<file path="src/sv/chte_pkg.sv">
package chte_pkg;

	localparam int BUCKETS = 10;
	localparam int WAYS    = 4;
	localparam int SLOTS   = BUCKETS * WAYS;

	localparam int KEY_W   = 31;
	localparam int VAL_W   = 32;
	localparam int BKT_W   = (BUCKETS > 1) ? $clog2(BUCKETS) : 1;
	localparam int WAY_W   = (WAYS > 1) ? $clog2(WAYS) : 1;
	localparam int CNT_W   = $clog2(SLOTS + 1);

	// reciprocal of the bucket count: floor(key * REC_MUL / 2**REC_SH) is exact
	// for every KEY_W-bit key
	localparam int REC_SH  = KEY_W + $clog2(BUCKETS);
	localparam int REC_W   = KEY_W + 1;
	localparam int QUOT_W  = KEY_W + REC_W - REC_SH;
	localparam longint unsigned REC_MUL_FULL =
		((64'd1 << REC_SH) + 64'(BUCKETS) - 64'd1) / 64'(BUCKETS);
	localparam logic [REC_W-1:0] REC_MUL = REC_W'(REC_MUL_FULL);

	localparam int S_DATA_W = 64;
	localparam int M_DATA_W = 8;

	typedef logic [BKT_W-1:0] bucket_t;
	typedef logic [WAY_W-1:0] way_t;

	typedef struct packed {
		logic [KEY_W-1:0] key;
		logic [VAL_W-1:0] value;
	} slot_t;

	typedef slot_t [WAYS-1:0] bucket_word_t;

	typedef enum logic {
		FN_INSERT = 1'b0,
		FN_REMOVE = 1'b1
	} func_t;

	typedef enum logic [2:0] {
		STAT_INSERTED  = 3'd0,
		STAT_REPLACED  = 3'd1,
		STAT_REMOVED   = 3'd2,
		STAT_NOT_FOUND = 3'd3,
		STAT_FULL      = 3'd4
	} status_t;

	typedef enum logic [1:0] {
		S_IDLE,
		S_MOD,
		S_READ,
		S_CMP
	} state_t;

	// bucket memory request, one per cycle
	typedef struct packed {
		logic             rd_en;
		logic             wr_en;
		bucket_t          addr;
		logic [WAYS-1:0]  wr_valid;
		bucket_word_t     wr_word;
	} mem_req_t;

endpackage

</file>
<file path="src/sv/chte_mod_unit.sv">
module chte_mod_unit
	import chte_pkg::*;
(
	input  logic             clk,
	input  logic             arst_n,
	input  logic             start,
	input  logic [KEY_W-1:0] key,
	output logic             done,
	output bucket_t          rem
);

	logic [KEY_W-1:0]       key_q;
	logic [KEY_W+REC_W-1:0] prod_q;
	bucket_t                rem_q;
	logic                   mul_q;
	logic                   sub_q;
	logic                   done_q;
	logic [QUOT_W-1:0]      quot;
	logic [KEY_W-1:0]       quot_x_b;
	logic [KEY_W-1:0]       diff;

	// quotient from the reciprocal product, then multiply back and subtract
	assign quot     = prod_q[KEY_W+REC_W-1:REC_SH];
	assign quot_x_b = KEY_W'(quot) * KEY_W'(BUCKETS);
	assign diff     = key_q - quot_x_b;

	always_ff @(posedge clk or negedge arst_n) begin
		if (!arst_n) begin
			mul_q  <= 1'b0;
			sub_q  <= 1'b0;
			done_q <= 1'b0;
		end else begin
			mul_q  <= start;
			sub_q  <= mul_q;
			done_q <= sub_q;
		end
	end

	always_ff @(posedge clk) begin
		if (start) begin
			key_q <= key;
		end
		if (mul_q) begin
			prod_q <= (KEY_W+REC_W)'(key_q) * (KEY_W+REC_W)'(REC_MUL);
		end
		if (sub_q) begin
			rem_q <= diff[BKT_W-1:0];
		end
	end

	assign done = done_q;
	assign rem  = rem_q;

endmodule

</file>
<file path="src/sv/chte_bucket_mem.sv">
module chte_bucket_mem
	import chte_pkg::*;
(
	input  logic            clk,
	input  logic            arst_n,
	input  mem_req_t        req,
	output logic [WAYS-1:0] rd_valid,
	output bucket_word_t    rd_word
);

	logic [WAYS-1:0] valid_q [BUCKETS];
	bucket_word_t    ram [BUCKETS];
	logic [WAYS-1:0] rd_valid_q;
	bucket_word_t    rd_word_q;

	always_ff @(posedge clk or negedge arst_n) begin
		if (!arst_n) begin
			for (int b = 0; b < BUCKETS; b++) begin
				valid_q[b] <= '0;
			end
		end else if (req.wr_en) begin
			valid_q[req.addr] <= req.wr_valid;
		end
	end

	always_ff @(posedge clk) begin
		if (req.wr_en) begin
			ram[req.addr] <= req.wr_word;
		end
		if (req.rd_en) begin
			rd_word_q  <= ram[req.addr];
			rd_valid_q <= valid_q[req.addr];
		end
	end

	assign rd_valid = rd_valid_q;
	assign rd_word  = rd_word_q;

endmodule

</file>
<file path="src/sv/chained_hash_table_engine_unit.sv">
// channel | dir | tdata (low bit up)                      | tuser
// s_*     | in  | key[30:0], value_handle[62:31], 0[63]   | func[0]
// m_*     | out | status[2:0], table_empty[3], 0[7:4]     | -
//
// An item goes from its input beat to its result being offered through the
// remainder unit that picks the bucket (reciprocal multiply, then multiply
// back and subtract), the hand-over of the bucket to the sequencer, the
// bucket memory read, and compare and write-back.
// The block takes one item at a time; s_tready is high only when idle, so a
// new input beat is taken only once the last item has left compare.
// A result waits in the output register; the next item may be accepted then,
// and it holds in compare until the waiting beat is taken.
// arst_n clears all slot valid bits and the entry count at once.
module chained_hash_table_engine_unit
	import chte_pkg::*;
(
	input  logic                clk,
	input  logic                arst_n,
	input  logic                s_tvalid,
	output logic                s_tready,
	input  logic [S_DATA_W-1:0] s_tdata,   // key[30:0], value_handle[62:31], zero[63]
	input  logic [0:0]          s_tuser,   // func[0]
	output logic                m_tvalid,
	input  logic                m_tready,
	output logic [M_DATA_W-1:0] m_tdata    // status[2:0], table_empty[3], zero[7:4]
);

	state_t            state_q, state_next;
	logic [KEY_W-1:0]  key_q;
	logic [VAL_W-1:0]  val_q;
	func_t             func_q;
	logic [CNT_W-1:0]  count_q, count_next;
	logic              m_tvalid_q;
	status_t           status_q, status_next;
	logic              empty_q;

	logic              accept;
	logic              mod_done;
	bucket_t           bucket;
	logic [WAYS-1:0]   rd_valid;
	bucket_word_t      rd_word;
	mem_req_t          req;

	logic              hit_any, free_any;
	way_t              hit_way, free_way;
	logic              finish;

	assign accept   = s_tvalid && s_tready;
	assign s_tready = (state_q == S_IDLE);

	chte_mod_unit u_mod (
		.clk    (clk),
		.arst_n (arst_n),
		.start  (accept),
		.key    (s_tdata[KEY_W-1:0]),
		.done   (mod_done),
		.rem    (bucket)
	);

	chte_bucket_mem u_mem (
		.clk      (clk),
		.arst_n   (arst_n),
		.req      (req),
		.rd_valid (rd_valid),
		.rd_word  (rd_word)
	);

	// way match and lowest free way; keys are unique per bucket
	always_comb begin
		hit_any  = 1'b0;
		free_any = 1'b0;
		hit_way  = '0;
		free_way = '0;
		for (int w = WAYS - 1; w >= 0; w--) begin
			if (rd_valid[w] && (rd_word[w].key == key_q)) begin
				hit_any = 1'b1;
				hit_way = WAY_W'(w);
			end
			if (!rd_valid[w]) begin
				free_any = 1'b1;
				free_way = WAY_W'(w);
			end
		end
	end

	// sequencer: next state, memory request, result
	always_comb begin
		state_next   = state_q;
		count_next   = count_q;
		status_next  = status_q;
		finish       = 1'b0;
		req.rd_en    = 1'b0;
		req.wr_en    = 1'b0;
		req.addr     = bucket;
		req.wr_valid = rd_valid;
		req.wr_word  = rd_word;

		unique case (state_q)
			S_IDLE: begin
				if (accept) begin
					state_next = S_MOD;
				end
			end
			S_MOD: begin
				if (mod_done) begin
					state_next = S_READ;
				end
			end
			S_READ: begin
				req.rd_en  = 1'b1;
				state_next = S_CMP;
			end
			S_CMP: begin
				// hold here while the previous result still waits
				if (!m_tvalid_q || m_tready) begin
					finish     = 1'b1;
					state_next = S_IDLE;
					if (func_q == FN_INSERT) begin
						if (hit_any) begin
							req.wr_en                  = 1'b1;
							req.wr_word[hit_way].value = val_q;
							status_next                = STAT_REPLACED;
						end else if (free_any) begin
							req.wr_en                  = 1'b1;
							req.wr_valid[free_way]     = 1'b1;
							req.wr_word[free_way].key  = key_q;
							req.wr_word[free_way].value = val_q;
							count_next                 = count_q + 1'b1;
							status_next                = STAT_INSERTED;
						end else begin
							status_next = STAT_FULL;
						end
					end else begin
						if (hit_any) begin
							req.wr_en             = 1'b1;
							req.wr_valid[hit_way] = 1'b0;
							count_next            = count_q - 1'b1;
							status_next           = STAT_REMOVED;
						end else begin
							status_next = STAT_NOT_FOUND;
						end
					end
				end
			end
			default: begin
				state_next = S_IDLE;
			end
		endcase
	end

	always_ff @(posedge clk or negedge arst_n) begin
		if (!arst_n) begin
			state_q    <= S_IDLE;
			count_q    <= '0;
			m_tvalid_q <= 1'b0;
		end else begin
			state_q <= state_next;
			count_q <= count_next;
			if (finish) begin
				m_tvalid_q <= 1'b1;
			end else if (m_tready) begin
				m_tvalid_q <= 1'b0;
			end
		end
	end

	// capture the item, and load the result beat
	always_ff @(posedge clk) begin
		if (accept) begin
			key_q  <= s_tdata[KEY_W-1:0];
			val_q  <= s_tdata[KEY_W+VAL_W-1:KEY_W];
			func_q <= func_t'(s_tuser[0]);
		end
		if (finish) begin
			status_q <= status_next;
			empty_q  <= (count_next == '0);
		end
	end

	assign m_tvalid = m_tvalid_q;
	assign m_tdata  = {4'b0000, empty_q, status_q};

endmodule

</file>
<file path="config.mk">
export PLATFORM = sky130hd
export DESIGN_NAME = chained_hash_table_engine_unit
export DESIGN_NICKNAME = d
export VERILOG_FILES = /design/src/sv/chte_pkg.sv /design/src/sv/chte_mod_unit.sv /design/src/sv/chte_bucket_mem.sv /design/src/sv/chained_hash_table_engine_unit.sv
export SDC_FILE = /design/constraint.sdc
export NUM_CORES = 2
export LEC_CHECK = 0
export BUFFER_PORTS_ARGS = -buffer_cell sky130_fd_sc_hd__buf_2
export CAP_MARGIN = 10
export CORE_ASPECT_RATIO = 0.6
export CORE_UTILIZATION = 45
export CTS_BUF_LIST = sky130_fd_sc_hd__clkbuf_16
export DETAILED_ROUTE_END_ITERATION = 12
export PLACE_DENSITY_LB_ADDON = 0.05
export SYNTH_ARGS = -nofsm -noshare
export SYNTH_HDL_FRONTEND = slang
export SYNTH_SLANG_ARGS = --single-unit
</file>
<file path="constraint.sdc">
create_clock -name clk -period 12.7 [get_ports clk]
set_input_delay 0 -clock clk [delete_from_list [all_inputs] [get_ports clk]]
set_output_delay 0 -clock clk [all_outputs]
set_load 0.02 [all_outputs]
</file>
==> metrics.md <==
| Metric | Value |
|---|---|
| Horiz. Die Dim | 495 um |
| Clock tree buffer depth | 3 |
| Initial Utilization | 45.3% |
| Reg2reg start | u_mod.key_q[5] |
| Final setup TNS | 0 ns |
| WL final | 174 mm |
| Max layer used | met5 |
| Synth area leaders | edfxtp_1 (65%), mux4_2 (8.8%), fa_1 (5.4%) |
| Routed wire per std cell | 30.1 um |
| Post-CTS Setup Repair Bufs | 0 |
| CTS resizes | 0 |
| I/O pin cnt | 79 |
| Post-Syn Area | 65,500 sq um |
| Die H | 298 um |
| Share of cells above drive strength 1 | 20.0% |
| Clk_skew | 0.0305 ns |
| M1 WL | 80.5 mm |
| Worst setup EP type | flip-flop |
| Flops & latches, synth | 1,463 |
| Share of Yosys cell area claimed by the top area cell type | 64.7% |
| Slew Viols, Final | 0 |
| Final HPWL DP | 102 mm |
| Final Cycle Share | 59.6% |
| Site Rows | 108 |
| Startpoint types | flip-flop |
| Core area | 145,000 sq um |
| FFs w/ async S/R, synth | 3.55% |
| Reg2Reg Depth | 22 |
| Final nets | 4,199 |
| Most frequent cells after synthesis | edfxtp_1 (1,411), inv_1 (274), mux4_2 (256), ha_1 (194), fa_1 (176) |
| CP Max Fanout | 12 |
| Count leader, synth | edfxtp_1 |
| Clock latency on the worst-skew pair | 0.75 ns |
| Synth area leader | edfxtp_1 |
| Unrepaired setup endpoints after global routing | false |
| 1st-pass router iterations | 5 |
| H-Tree Depth | 4 |
| Layout Utilization | 50.7% |
| Final Setup Violations | 0 |
| Fill cells | 11,800 |
| Crit path from | u_mod.key_q[5] |
| Area Overhead vs Synth | 11.8% |
| CTS root buf | clkbuf_16 |
| FF-to-FF End | u_mod.prod_q[37] |
| End point of the critical path | u_mod.prod_q[37] |
| CTS Sinks | 1,463 |
| Endpoints failing hold | 0 |
| Worst path required time | 13.21 ns |
| Mean area per synthesized cell | 18.2 sq um |
| DR vias | 33,500 |
| Minimum clock period | 7.57 ns |
| Met3 wire len | 17.0 mm |
| Clock slew at reported path FFs | 0.08 ns |
| Die Area | 147,000 sq um |
| Met2 WL | 74.0 mm |
| Critical path class | flip-flop to flip-flop |
| FMAX | 132 MHz |
| Synth cell types | 59 |
| DR DRC count | 0 |
| CTS Buf Count | 142 |
| Max Cap Viol | 0 |
| Mapped Cells | 3,595 |
| Seq/Total Area, Yosys | 66.6% |
| Buffers on Ports | 41 |
| Warnings, synthesis | 0 |
| DR vias/cell | 5.77 |
| Status | finished clean |
| Initial DRC Count | 3,415 |
| Top FF cell, synth | edfxtp_1 |
| Pin count of the biggest net entering global routing | 175 |
| GPL Wtd Cong | 0.858 |
| Min-delay worst type | input port to flip-flop |
| Post-synth EDFFs | 1,411 |
| Global router's overall resource usage | 24.1% |
| GRT overflow | 0 |
| Antenna violations before repair | 12 |
| CTS tree | done |
| Slew margin rel. | 18.6% |
| Worst-Margin Slew | 1.21 ns |
| Vias in the first global route | 34,500 |
| Worst EP arrival | 8.08 ns |
| Post-route ant nets | 0 |
| First-pass GRT wire length | 250 mm |
| Worst reg2reg setup slack | 5.13 ns |
==> flip-flops by register name (all words and copies together), names as in the netlist <==
signal	count
empty_q	1
u_mem.ram	1240
u_mem.rd_word	124
u_mem.valid_q	40
func_q	1
u_mod.prod_q	3
u_mem.rd_valid	4
state_q	2
m_tvalid	1
u_mod.mul_q	1
u_mod.done	1
u_mod.rem	4
status_q	3
count_q	6
u_mod.key_q	31
u_mod.sub_q	1
==> layout by cell type (no fill, tap or decap), types with 12 or more instances in the layout <==
cell and instances:
edfxtp_1 1411, inv_1 296, mux4_2 256, ha_1 193
fa_1 176, mux2_2 155, clkbuf_16 143, mux2i_1 136
a21oi_1 136, a211oi_1 126, nor2b_1 126, xnor2_1 123
buf_4 88, dlygate4sd3_1 68, nand4_1 62, dfrtp_1 52
buf_2 41, clkinv_1 28, clkinv_2 27, xor2_1 26
nand2_1 23, inv_6 18, nor2_1 17, nor4_1 16
nand3_1 12
==> worst min path at each step <==
stage	startpoint	cells after the start	slack [ns]	endpoint
after floorplan	arst_n	0	-0.30	count_q[0]
after global placement	arst_n	1	-0.17	state_q[0]
after detailed placement	arst_n	1	-0.16	m_tvalid
after CTS	s_tdata[9]	2	0.08	u_mod.key_q[9]
after global routing	s_tdata[9]	2	0.10	u_mod.key_q[9]
final	s_tdata[9]	2	0.15	u_mod.key_q[9]
==> critical path: stages (launching register included) <==
cell	delay [ns]
edfxtp_1	0.33
buf_4	0.32
inv_1	0.08
ha_1	0.34
fa_1	0.57
fa_1	0.49
fa_1	0.81
inv_1	0.19
fa_1	0.49
fa_1	0.51
fa_1	0.50
inv_1	0.06
fa_1	0.50
inv_1	0.05
ha_1	0.29
nand4_1	0.10
nor2_1	0.15
o2111ai_1	0.19
a2111oi_0	0.51
a221oi_1	0.18
o2111ai_1	0.36
a21oi_1	0.14
xnor2_1	0.14
==> area by class of cell <==
type | count | area (sq um) | share of cell area (%)
clock buffer | 143 | 3580 | 4.89
tap | 1925 | 2410 | 3.29
sequential | 1463 | 43700 | 59.6
multi-input combinational | 1678 | 20100 | 27.4
timing repair buffer | 200 | 1610 | 2.19
clock inverter | 112 | 813 | 1.11
antenna | 8 | 20.0 | 0.0273
inverter | 275 | 1060 | 1.44
==> stage by stage <==
stage          area (sq um)  hold slack [ns]  worst slack (ns)  cells
4_1_cts               73200           0.0826              5.10   5796
3_5_place_dp          68200           -0.165              5.13   5473
6_report              73200            0.146              5.13   5804
3_3_place_gp          68200           -0.175              5.14   5473
5_1_grt               73200            0.102              4.80   5800
2_1_floorplan         65500           -0.296              6.19   3598
==> timing repair <==
item                       CTS  global route
hold endpoints to repair    87             0
setup endpoints to repair    0             0
hold buffers                68             0
==> logic make-up after synthesis <==
group	Yosys count	share of synthesized area (%)
and+or+nand+nor	293	2.78
buffers and inverters	457	2.79
AOI/OAI and AO/OA	304	2.92
xor gates and xnor gates	151	2.04
adders and majority gates	370	9.08
other	1	0.00572
DFF	1463	66.6
muxes	556	13.7
==> metal layers <==
layer	vias to the layer above	track usage [%]
met5	-	0
met3	181	7.04
li1	14300	-
met1	17800	37.0
met4	2	5.04
met2	1182	33.9
Power is not shown: default switching activity piles up to over one toggle a cycle in this logic, so the estimate is an artifact.
